File: config.mk
export PLATFORM = sky130hd
export DESIGN_NAME = dgsp_relax
export DESIGN_NICKNAME = d
export VERILOG_FILES = /design/src/rtl/dgsp_pkg.sv /design/src/rtl/dgsp_relax.sv
export SDC_FILE = /design/constraint.sdc
export NUM_CORES = 1
export LEC_CHECK = 0
export BUFFER_PORTS_ARGS = -buffer_cell sky130_fd_sc_hd__buf_2
export CAP_MARGIN = 20
export CORE_MARGIN = 4
export CORE_UTILIZATION = 60
export CTS_CLUSTER_DIAMETER = 150
export DETAILED_ROUTE_END_ITERATION = 8
export PLACE_DENSITY_LB_ADDON = 0.2
export SYNTH_ARGS = -nofsm -noshare
export SYNTH_HDL_FRONTEND = slang
export SYNTH_SLANG_ARGS = --single-unit
File: constraint.sdc
create_clock -name clk -period 14.6 [get_ports clk]
set_input_delay 2.92 -clock clk [delete_from_list [all_inputs] [get_ports clk]]
set_output_delay 2.92 -clock clk [all_outputs]
set_load 0.005 [all_outputs]
File: src/rtl/dgsp_pkg.sv
`timescale 1ns / 1ps
`default_nettype none
// ----------------------------------------------------------------------------
// dgsp_pkg
// Shared types and constants for the dense graph shortest path block.
// ----------------------------------------------------------------------------
package dgsp_pkg;

	localparam int MAX_VERTEX_COUNT = 64;
	localparam int VERT_W           = 6;
	localparam int COUNT_W          = 7;
	localparam int DIST_W           = 20;
	localparam int WEIGHT_W         = 13;
	localparam int ADJ_AW           = 2 * VERT_W;
	localparam int DIST_DEPTH       = 1 << VERT_W;
	localparam int ADJ_DEPTH        = 1 << ADJ_AW;
	localparam int CFG_IDX_W        = 1;

	localparam logic [COUNT_W-1:0] MAX_COUNT   = COUNT_W'(MAX_VERTEX_COUNT);
	localparam logic [DIST_W-1:0]  UNREACHABLE = DIST_W'(999999);

	localparam logic [CFG_IDX_W-1:0] CFG_START_VERTEX = 1'b0;
	localparam logic [CFG_IDX_W-1:0] CFG_VERTEX_COUNT = 1'b1;

	typedef enum logic [1:0] {
		ST_CLEAR,
		ST_IDLE,
		ST_PASS,
		ST_GAP
	} state_t;

	// one slot of a sweep over the distance store
	typedef struct packed {
		logic              valid;
		logic              init;
		logic              emit;
		logic              last_elem;
		logic [VERT_W-1:0] idx;
	} issue_t;

endpackage
`default_nettype wire

File: src/rtl/dgsp_relax.sv
`timescale 1ns / 1ps
`default_nettype none
// ----------------------------------------------------------------------------
// dgsp_relax
// Distance store with read-modify-write sweep: initialises or relaxes each
// vertex, tracks the closest unsettled vertex for the next round and
// registers the result words on the final sweep.
// ----------------------------------------------------------------------------
module dgsp_relax (
	input  wire                           clk,
	input  wire                           arst_n,
	input  wire dgsp_pkg::issue_t         ctl,
	input  wire [dgsp_pkg::VERT_W-1:0]    start_vertex,
	input  wire [dgsp_pkg::WEIGHT_W-1:0]  adj_s1,
	output logic [dgsp_pkg::VERT_W-1:0]   pick_u,
	output logic                          result_valid,
	output logic [dgsp_pkg::VERT_W-1:0]   vertex,
	output logic [dgsp_pkg::DIST_W-1:0]   distance,
	output logic                          final_res
);
	import dgsp_pkg::*;

	// entry: {settled, distance}
	logic [DIST_W:0]   dist_mem [DIST_DEPTH];
	logic [DIST_W:0]   rd_s1;
	issue_t            ctl_s1;

	logic [VERT_W-1:0] u_q;
	logic [DIST_W-1:0] du_q;
	logic [DIST_W-1:0] best_q;
	logic [VERT_W-1:0] pick_q;

	logic              old_set;
	logic [DIST_W-1:0] old_d;
	logic [DIST_W:0]   sum;
	logic              relax;
	logic              new_set;
	logic [DIST_W-1:0] new_d;
	logic [DIST_W-1:0] base_best;
	logic [VERT_W-1:0] base_pick;
	logic              cand;
	logic [DIST_W-1:0] best_n;
	logic [VERT_W-1:0] pick_n;

	always_ff @(posedge clk) begin
		rd_s1 <= dist_mem[ctl.idx];
		if (ctl_s1.valid) begin
			dist_mem[ctl_s1.idx] <= {new_set, new_d};
		end
	end

	always_ff @(posedge clk or negedge arst_n) begin
		if (!arst_n) begin
			ctl_s1 <= '0;
		end else begin
			ctl_s1 <= ctl;
		end
	end

	always_comb begin
		old_set = rd_s1[DIST_W];
		old_d   = rd_s1[DIST_W-1:0];
		sum     = {1'b0, du_q} + {{(DIST_W+1-WEIGHT_W){1'b0}}, adj_s1};
		relax   = !old_set && (ctl_s1.idx != u_q) && (adj_s1 != '0)
			&& (du_q != UNREACHABLE) && (sum < {1'b0, old_d});
		if (ctl_s1.init) begin
			new_set = 1'b0;
			new_d   = (ctl_s1.idx == start_vertex) ? '0 : UNREACHABLE;
		end else begin
			new_set = old_set || (ctl_s1.idx == u_q);
			new_d   = relax ? sum[DIST_W-1:0] : old_d;
		end
		// tracker restarts with each sweep; ties go to the higher index
		base_best = (ctl_s1.idx == '0) ? UNREACHABLE : best_q;
		base_pick = (ctl_s1.idx == '0) ? '0 : pick_q;
		cand      = !new_set && (new_d <= base_best);
		best_n    = cand ? new_d : base_best;
		pick_n    = cand ? ctl_s1.idx : base_pick;
	end

	always_ff @(posedge clk or negedge arst_n) begin
		if (!arst_n) begin
			best_q <= UNREACHABLE;
			pick_q <= '0;
			u_q    <= '0;
			du_q   <= UNREACHABLE;
		end else if (ctl_s1.valid) begin
			best_q <= best_n;
			pick_q <= pick_n;
			if (ctl_s1.last_elem) begin
				u_q  <= pick_n;
				du_q <= best_n;
			end
		end
	end

	always_ff @(posedge clk or negedge arst_n) begin
		if (!arst_n) begin
			result_valid <= 1'b0;
		end else begin
			result_valid <= ctl_s1.valid && ctl_s1.emit;
		end
	end

	always_ff @(posedge clk) begin
		vertex    <= ctl_s1.idx;
		distance  <= new_d;
		final_res <= ctl_s1.last_elem;
	end

	assign pick_u = u_q;

endmodule
`default_nettype wire

# Word level (Yosys, flattened, before mapping)
# Memories as Yosys holds them, arrays and structs flattened. A register that Yosys moved wholly into a read port is not among the register bits.
# Index checks and enable logic that the tools add are counted.
dict set report classes {
  mul 0
  n_lt_le_gt_ge 2
  div_mod_pow 0
  shift 0
  n_bitwise 0
  add_sub_neg 1
  eq_ne 4
  muxes 10
  n_reduce_logical 12
}
# operator n
set op_table {}
lappend op_table {{20-bit two-way mux} 5}
lappend op_table {{20-bit by 13-bit adder with 21-bit output} 1}
lappend op_table {{21-bit by 20-bit < comparator with 1-bit output} 1}
lappend op_table {{20-bit <= comparator} 1}
lappend op_table {{20-bit != test, second input constant} 1}
lappend op_table {{13-bit nonzero test} 1}
lappend op_table {{6-bit == test} 2}
lappend op_table {{6-bit two-way mux} 2}
lappend op_table {{1-bit logical AND} 6}
lappend op_table {{6-bit zero test} 1}
lappend op_table {{6-bit != test} 1}
lappend op_table {{1-bit two-way mux} 3}
lappend op_table {{1-bit zero test} 2}
lappend op_table {{2-bit AND reduction} 1}
lappend op_table {{1-bit logical OR} 1}
dict set report word_totals {
  register_bits 90
  mem_bits_rw 1344
  out_inout_bits 34
  elab_cells 43
  in_bits 31
  mem_count 1
  latch_bits 0
  rom_bits 0
}
# name depth word_bits read_ports rd_clocked_by_memory_dff wr line
set memory_table {}
lappend memory_table {dist_mem 64 21 1 1 1 dgsp_relax.sv:24} ;# logic [DIST_W:0] dist_mem [DIST_DEPTH];

# Logic depth before layout (Yosys ltp)
# Gate-level depths: netlist of the first run.
dict set report depth {
  depth_word 10
  ltp_mapped 32
  depth_no_buf 28
}

# Worst setup path after synthesis of the first run
# No wires, ideal clock.
dict set report synth_timing {
  kind {in2reg}
  startpoint {input port adj_s1[0] (netlist name)}
  endpoint {register best_q[2]}
  n_path_buf 4
  setup_time_ns 0.081
  t_required_ns 14.519
  path_stages 29
  slack_ns 4.277
  t_arrival_ns 10.243
  path_cell_list {ha_1 -> inv_1 -> fa_1 -> nand2b_1 -> a211oi_1 -> o21ai_0 -> a21oi_1 -> and3_1 -> xnor2_1 -> inv_1 -> ha_1 -> a21o_1 -> a221oi_1 -> o2111ai_1 -> a211oi_2 -> buf_6 -> buf_2 -> a21oi_1 -> nor2_1 -> ha_1 -> a22o_1 -> nor4_1 -> o21a_1 -> o22ai_1 -> o31ai_1 -> buf_2 -> buf_2 -> nand2_1 -> o22a_1}
}
dict set report synth_between {
  elab_chain_cells 9
  word_cells_on_any_way 11
  cone_classes {add/sub: 1; order compare: 2; mux: 3; reduce/logical: 5}
}
# element line
set synth_lines {}
lappend synth_lines {{start, declared} dgsp_relax.sv:14} ;# input wire [dgsp_pkg::WEIGHT_W-1:0] adj_s1,
lappend synth_lines {{branches (longest 4 deep; another with 20-bit by 13-bit adder with 21-bit output)} --}
lappend synth_lines {{20-bit two-way mux (*)} dgsp_relax.sv:71} ;# new_d = relax ? sum[DIST_W-1:0] : old_d;
lappend synth_lines {{20-bit two-way mux (*)} dgsp_relax.sv:66} ;# if (ctl_s1.init) begin
lappend synth_lines {{named net new_d[11]} dgsp_relax.sv:38} ;# logic [DIST_W-1:0] new_d;
lappend synth_lines {{20-bit <= comparator (*)} dgsp_relax.sv:76} ;# cand = !new_set && (new_d <= base_best);
lappend synth_lines {{1-bit logical AND (*)} dgsp_relax.sv:76}
lappend synth_lines {{20-bit two-way mux (*)} dgsp_relax.sv:77} ;# best_n = cand ? new_d : base_best;
lappend synth_lines {{end signal, assigned} dgsp_relax.sv:88} ;# best_q <= best_n;
lappend synth_lines {{end, declared} dgsp_relax.sv:30} ;# logic [DIST_W-1:0] best_q;
# Mark *: on every way through the listed nets, which the timed path passes.
# A chain may end at the register's enable or synchronous reset.

# Worst setup path in the final report of the first run
dict set report layout_timing {
  startpoint {input port adj_s1[0] (netlist name)}
  endpoint {register best_q[11]}
}
# Same word-level chain as after synthesis.

==> results of run 1 <==
[worst reg2reg max path: cells and delay by family (launching register included)]
family | cells | cell delay (ns)
buffers and inverters | 5 | 1.16
flip-flops | 1 | 0.57
AO/OA/AOI/OAI | 12 | 3.27
AND/OR/NAND/NOR | 8 | 2.71
adder cells (fa/ha/maj) | 4 | 1.09
XOR/XNOR | 1 | 0.16
[registers in the layout, summed over array words and instances (netlist names)]
name	cells
du_q	20
result_valid	1
final_res	1
vertex	6
ctl_s1	10
distance	20
pick_u	6
dist_mem	1344
pick_q	6
rd_s1	21
best_q	20
[where the power goes]
group	switching (uW)	leakage (uW)	internal [uW]	total (uW)
Clock	1540	0.00232	2160	3700
Combinational	995	0.00527	482	1480
Sequential	101	0.0132	4990	5090
Total	2640	0.0208	7630	10300
[metrics by stage]
step	worst slack, ns	utilization	hold slack (ns)	total power (uW)	cell area, um^2
floorplan	4.28	-	0.342	6040	57000
global placement	3.50	0.634	0.456	6560	59500
detailed placement	3.04	0.634	0.461	6630	59500
CTS	3.79	0.685	0.479	10300	64200
global route	3.30	0.686	0.485	10600	64300
finish	3.88	0.686	0.467	10300	64400
[synthesized netlist by cell type, types with 5 or more instances]
| master | n | area (um^2) |
|---|---|---|
| nand2b_1 | 5 | 31.3 |
| a22o_1 | 11 | 96.3 |
| buf_6 | 6 | 67.6 |
| nand2_1 | 72 | 270 |
| a21oi_1 | 46 | 230 |
| and3_1 | 5 | 31.3 |
| xnor2_1 | 17 | 149 |
| nand3_1 | 16 | 80.1 |
| or3_1 | 9 | 56.3 |
| nor4_1 | 7 | 43.8 |
| mux4_2 | 441 | 9930 |
| a22oi_1 | 5 | 37.5 |
| nor2b_1 | 5 | 31.3 |
| xor2_1 | 13 | 114 |
| nor3_1 | 10 | 50.1 |
| a21o_1 | 11 | 82.6 |
| nor2_1 | 124 | 465 |
| buf_1 | 8 | 30.0 |
| ha_1 | 52 | 651 |
| dfrtp_1 | 39 | 976 |
| a31oi_1 | 7 | 43.8 |
| edfxtp_1 | 1344 | 40400 |
| clkbuf_1 | 78 | 293 |
| dfxtp_1 | 48 | 961 |
| dfstp_2 | 24 | 631 |
| o21ai_0 | 34 | 170 |
| mux2i_1 | 10 | 100 |
| buf_2 | 38 | 190 |
| o31ai_1 | 6 | 45.0 |
| inv_1 | 35 | 131 |
| o22ai_1 | 6 | 37.5 |
| a31o_2 | 5 | 43.8 |
| nand4_1 | 9 | 56.3 |
| and2_1 | 5 | 31.3 |
[how the worst max path moves through the flow]
stage	startpoint	end	slack (ns)	cells past startpoint
after floorplan	adj_s1[0]	best_q[2]	4.28	29
after global placement	adj_s1[0]	best_q[12]	3.50	30
after detailed placement	adj_s1[0]	best_q[11]	3.04	30
after CTS	adj_s1[0]	best_q[11]	3.79	30
after global routing	adj_s1[0]	best_q[12]	3.30	31
final	adj_s1[0]	best_q[11]	3.88	31
[routing by layer]
metal,vias up,global-route usage,share of wire
met2,1524,0.459,0.49
met1,14900,0.415,0.38
met4,0,0.0974,0.034
met5,-,0,0
li1,11300,-,-
met3,265,0.0645,0.099
[placed cells by master, fill, tap and decap left out, drive strengths merged, types with 12 or more instances in the layout]
cell	n
a21oi	46
buf	174
bufinv	12
clkbuf	192
clkinv	51
dfrtp	39
dfstp	24
dfxtp	48
edfxtp	1344
ha	52
inv	45
mux4	441
nand2	72
nand3	16
nor2	124
o21ai	35
xnor2	17
xor2	13
[cell families (layout without fill, tap and decap cells)]
group	Yosys count	in the layout	share of synthesized area
buffers and inverters	166	478	0.0126
xor gates and xnor gates	30	30	0.00461
AOI/OAI and AO/OA	169	169	0.0198
other	0	3	0
muxes	452	452	0.176
DFF	1455	1455	0.753
and+or+nand+nor	281	281	0.0221
adders and majority gates	53	53	0.0118
[area by class of cell]
class / instances / area, um^2 / share of cell area
Clock buffer: 192 / 4020 / 0.0625
Sequential cell: 1455 / 42900 / 0.667
Antenna cell: 3 / 7.51 / 0.000117
Tap cell: 1254 / 1570 / 0.0244
Clock inverter: 77 / 739 / 0.0115
Timing Repair Buffer: 174 / 1280 / 0.0199
Inverter: 35 / 131 / 0.00204
Multi-Input combinational cell: 985 / 13700 / 0.213
==> impl_metrics.csv, run 1 <==
group,metric,value,unit
outcome,status,"finished clean",
routing,detail-route-antenna-nets,0,
routing,totalWireLength,140,mm
worst_setup_path,cp-start-kind,"input port",
grt,antenna_found_initial,7,
timing,rsz0062_at_grt,"no",
routing,wl_per_cell,33.6,um
min_path,hp-start,"ctl_s1[6]",
die,initial_core_util,0.608,
worst_setup_path,cp-end-kind,"register",
grt,grt_use_total,0.291,
die,die_width,316,um
clock_network,clock_latency,0.75,ns
place,place_hpwl,77.4,mm
job,cap_violations,0,
worst_setup_path,r2r_setup_slack,5.56,ns
die,core.rowCount,112,
timing,finClkSkew,0.0208,ns
worst_setup_path,slowest_stage,"and2_1",
die,die-area,100000,um^2
clock_network,cts_inserted_buffers,146,
place,gp_congestion,0.908,
routing,drc,0,
worst_setup_path,max_stage_delay,0.75,ns
routing,vias,28000,
yosys,synthCells,2606,
timing,finalSetupTns,0,ns
routing,routed_via_density,6.71,
timing,setup_viol_count_final,0,
yosys,async_flop_share,0.0433,
clock_network,post_cts_buffers,0,
clock_network,clock_sinks,1455,
die,ios,65,
grt,grt-ovfl-total,0,
worst_setup_path,rr_endpoint,"best_q[11]",
timing,max_freq,93.3,MHz
worst_setup_path,worst_path_most_repeated_cell,"ha_1",
timing,slew_headroom,0.304,
final_layout,stdcell_count,4175,
yosys,synth_seq_cells,1455,
final_layout,nFillCells,5642,
clock_network,ctsResizeCount,0,
clock_network,ctsHoldBuffers,0,
final_layout,area_growth,12.9,%
yosys,synth_warnings,0,
power_and_ir_drop,p_leak,0.0208,uW
worst_setup_path,cp_num_buf_inv,6,
worst_setup_path,critical_path.top_delay_family,"compound AO/OA/AOI/OAI gates",
grt,grt_pass1_vias,28700,
grt,grt_max_degree,109,
worst_setup_path,worst-endpoint-required,15.26,ns
yosys,yosysSeqAreaShare,0.753,
min_path,min_path_cells,0,
die,die_h,316,um
clock_network,htree_levels,4,
yosys,yosys_most_used_dff,"edfxtp_1",
worst_setup_path,r2r_cells,30,
timing,drv_slew,0,
yosys,syn-num-nets,2690,
min_path,hold_end,"final_res",
power_and_ir_drop,cellPowerDensity,160,nW/um^2
yosys,synthDistinctLibCells,64,
timing,hold_viol,0,
worst_setup_path,cp.arrival,11.38,ns
clock_network,cts_buffer_depth,3,
clock_network,cts_tree,"built",
clock_network,clk_pin_slew,0.06,ns
worst_setup_path,worstReg2RegStart,"du_q[0]",
worst_setup_path,path_max_fanout,34,
grt,grt_pass1_wl,204,mm
timing,worst_slew_pin_slew,1.04,ns
yosys,synth_edf_count,1344,
yosys,avgSynthCellArea,21.9,um^2
final_layout,nNetsFinal,2881,
place,portBuffers,64,
routing,drt_iter0_markers,3663,
final_layout,drive_above_1_share,0.326,
yosys,syn_area,57000,um^2
min_path,hp-class,"register to register",
timing,min_period_over_period,0.734,
clock_network,cts_root_buf,"clkbuf_16",
worst_setup_path,worstSetupPathType,"input port to register",
routing,dr.pass1.iters,5,
place,dp_cells,3897,
die,core_area,93700,um^2
power_and_ir_drop,peakVddDrop,117,uV
timing,period_needed,10.72,ns
Power figures use the tool's default switching activity.
==> inputs of run 2 (changes only) <==
==> constraint.sdc (replaced) <==
create_clock -name clk -period 10.06 [get_ports clk]
set_input_delay 2.012 -clock clk [delete_from_list [all_inputs] [get_ports clk]]
set_output_delay 2.012 -clock clk [all_outputs]
set_load 0.005 [all_outputs]
==> impl_metrics.csv, run 2 (synthesis gave the netlist of run 1 again) <==
group,metric,value,unit
outcome,status,"finished clean",
clock_network,htree_levels,4,
final_layout,largest_reg_flops,1344,
clock_network,cts_root_buf,"clkbuf_16",
final_layout,nNetsFinal,2880,
power_and_ir_drop,peakVddDrop,173,uV
die,die-area,100000,um^2
timing,finClkSkew,0.0275,ns
timing,max_freq,118,MHz
power_and_ir_drop,power.internal,11100,uW
die,die_width,316,um
final_layout,area_growth,12.8,%
final_layout,nFillCells,5721,
worst_setup_path,critical_path.top_delay_family,"compound AO/OA/AOI/OAI gates",
clock_network,ctsHoldBuffers,0,
worst_setup_path,cp-end-kind,"register",
power_and_ir_drop,p_seq_frac,0.496,
clock_network,ctsResizeCount,0,
clock_network,clock_sinks,1455,
routing,wl_per_cell,33.8,um
routing,drt_iter0_markers,3650,
timing,worst_slew_pin_slew,1.11,ns
worst_setup_path,worst_path_most_repeated_cell,"ha_1",
power_and_ir_drop,switching_share,0.257,
routing,drc,0,
final_layout,layout_common_cells,"1344 x edfxtp_1, 441 x mux4_2, 150 x clkbuf_16",
final_layout,seq_area,42900,um^2
routing,detail-route-antenna-nets,0,
routing,dr.pass1.iters,7,
clock_network,cts_inserted_buffers,144,
worst_setup_path,worstSetupPathType,"input port to register",
place,place_hpwl,78.5,mm
grt,grt_pass1_wl,204,mm
worst_setup_path,max_stage_delay,0.47,ns
timing,finalSetupTns,0,ns
die,die_h,316,um
power_and_ir_drop,comb_power_share,0.144,
final_layout,layout_commonest_cell,"edfxtp_1",
clock_network,cts_buffer_depth,3,
clock_network,clk_pin_slew,0.06,ns
final_layout,drive_above_1_share,0.327,
die,initial_core_util,0.608,
worst_setup_path,cp_num_buf_inv,5,
grt,grt_pass1_vias,28400,
die,core_area,93700,um^2
power_and_ir_drop,p_clk_frac,0.360,
place,gp_congestion,0.928,
place,portBuffers,64,
final_layout,multi_input_area,13700,um^2
timing,period_needed,8.47,ns
routing,totalWireLength,141,mm
grt,grt_max_degree,122,
timing,holdWs,0.455,ns
worst_setup_path,path_max_fanout,32,
worst_setup_path,cp.arrival,9.14,ns
clock_network,cts_tree,"built",
power_and_ir_drop,switchingPower,3830,uW
timing,hold_viol,0,
worst_setup_path,cp-start-kind,"input port",
timing,setup_viol_count_final,0,
min_path,hp-class,"register to register",
worst_setup_path,slowest_stage,"o21a_1",
final_layout,top_register,"dist_mem",
worst_setup_path,worst-endpoint-required,10.73,ns
power_and_ir_drop,cellPowerDensity,232,nW/um^2
final_layout,reg_top3,"dist_mem x1344, rd_s1 x21",
routing,vias,28100,
timing,min_period_over_period,0.842,
power_and_ir_drop,p_leak,0.0208,uW
grt,grt-ovfl-total,0,
job,cap_violations,0,
grt,grt_use_total,0.291,
die,core.rowCount,112,
timing,rsz0062_at_grt,"no",
timing,slew_headroom,0.253,
grt,antenna_found_initial,11,
routing,routed_via_density,6.72,
die,ios,65,
clock_network,post_cts_buffers,0,
clock_network,clock_latency,0.75,ns
timing,drv_slew,0,
## run 2: changes by cell type in the layout (fill, tap and decap cells not counted), moves of 4 or more
cell        previous run  this run
clkinvlp_4             4         0
clkinv_2              17        29
clkbuf_8              11         1
inv_6                  9         5
diode_2                3         7
clkbuf_1              31        25
buf_4                103       107
## run 2: cell type report
type                       count  area share
inverter                      35     0.00204
multi-input combinational    985       0.213
clock buffer                 176      0.0600
antenna                        7    0.000272
sequential                  1455       0.667
clock inverter                85      0.0135
timing repair buffer         175      0.0195
tap                         1254      0.0244
## run 2: power by group through the flow
stage | Clock, uW | Combinational, uW | Sequential [uW]
after CTS | 5440 | 2140 | 7390
after global placement | 0 | 2050 | 7510
after floorplan | 0 | 1280 | 7480
final | 5360 | 2140 | 7390
after detailed placement | 0 | 2130 | 7520
after global routing | 5720 | 2330 | 7400
## run 2: final timing paths
| kind | start | endpoint | slack (ns) | cells past startpoint |
|---|---|---|---|---|
| min | ctl_s1[6] | final_res | 0.45 | 0 |
| min in group asynchronous | arst_n | du_q[7] | 1.46 | 2 |
| max reg2reg | du_q[0] | best_q[17] | 2.40 | 28 |
| min reg2reg | ctl_s1[6] | final_res | 0.45 | 0 |
| max in group asynchronous | arst_n | ctl_s1[4] | 8.00 | 2 |
| max | adj_s1[0] | best_q[17] | 1.59 | 29 |
## run 2: layer usage
layer	GRT usage	share of wire	vias up	routed length [um]
li1	-	-	11300	-
met1	0.421	0.38	15000	54100
met2	0.461	0.49	1469	69000
met3	0.0565	0.092	275	13000
met4	0.0969	0.035	6	4880
met5	0	0.00030	-	43
## run 2: worst reg2reg max path: cells and delay by family, from the launching register on
kind            cells  cell delay [ns]
buf+inv             4             0.89
fa+ha+maj           4             1.25
mux                 1             0.44
compound gates     12             3.11
xor+xnor            1             0.14
simple gates        6             1.17
flops               1             0.56
## run 2: stage by stage
step / setup slack, ns / total power, uW / util / cell area [um^2] / cells
3_5_place_dp: 0.948 / 9640 / 0.635 / 59500 / 3902
3_3_place_gp: 1.07 / 9560 / 0.635 / 59500 / 3902
5_1_grt: 1.04 / 15400 / 0.686 / 64300 / 4165
2_1_floorplan: 0.645 / 8760 / - / 57000 / 2606
4_1_cts: 1.70 / 15000 / 0.685 / 64200 / 4163
6_report: 1.59 / 14900 / 0.686 / 64300 / 4172
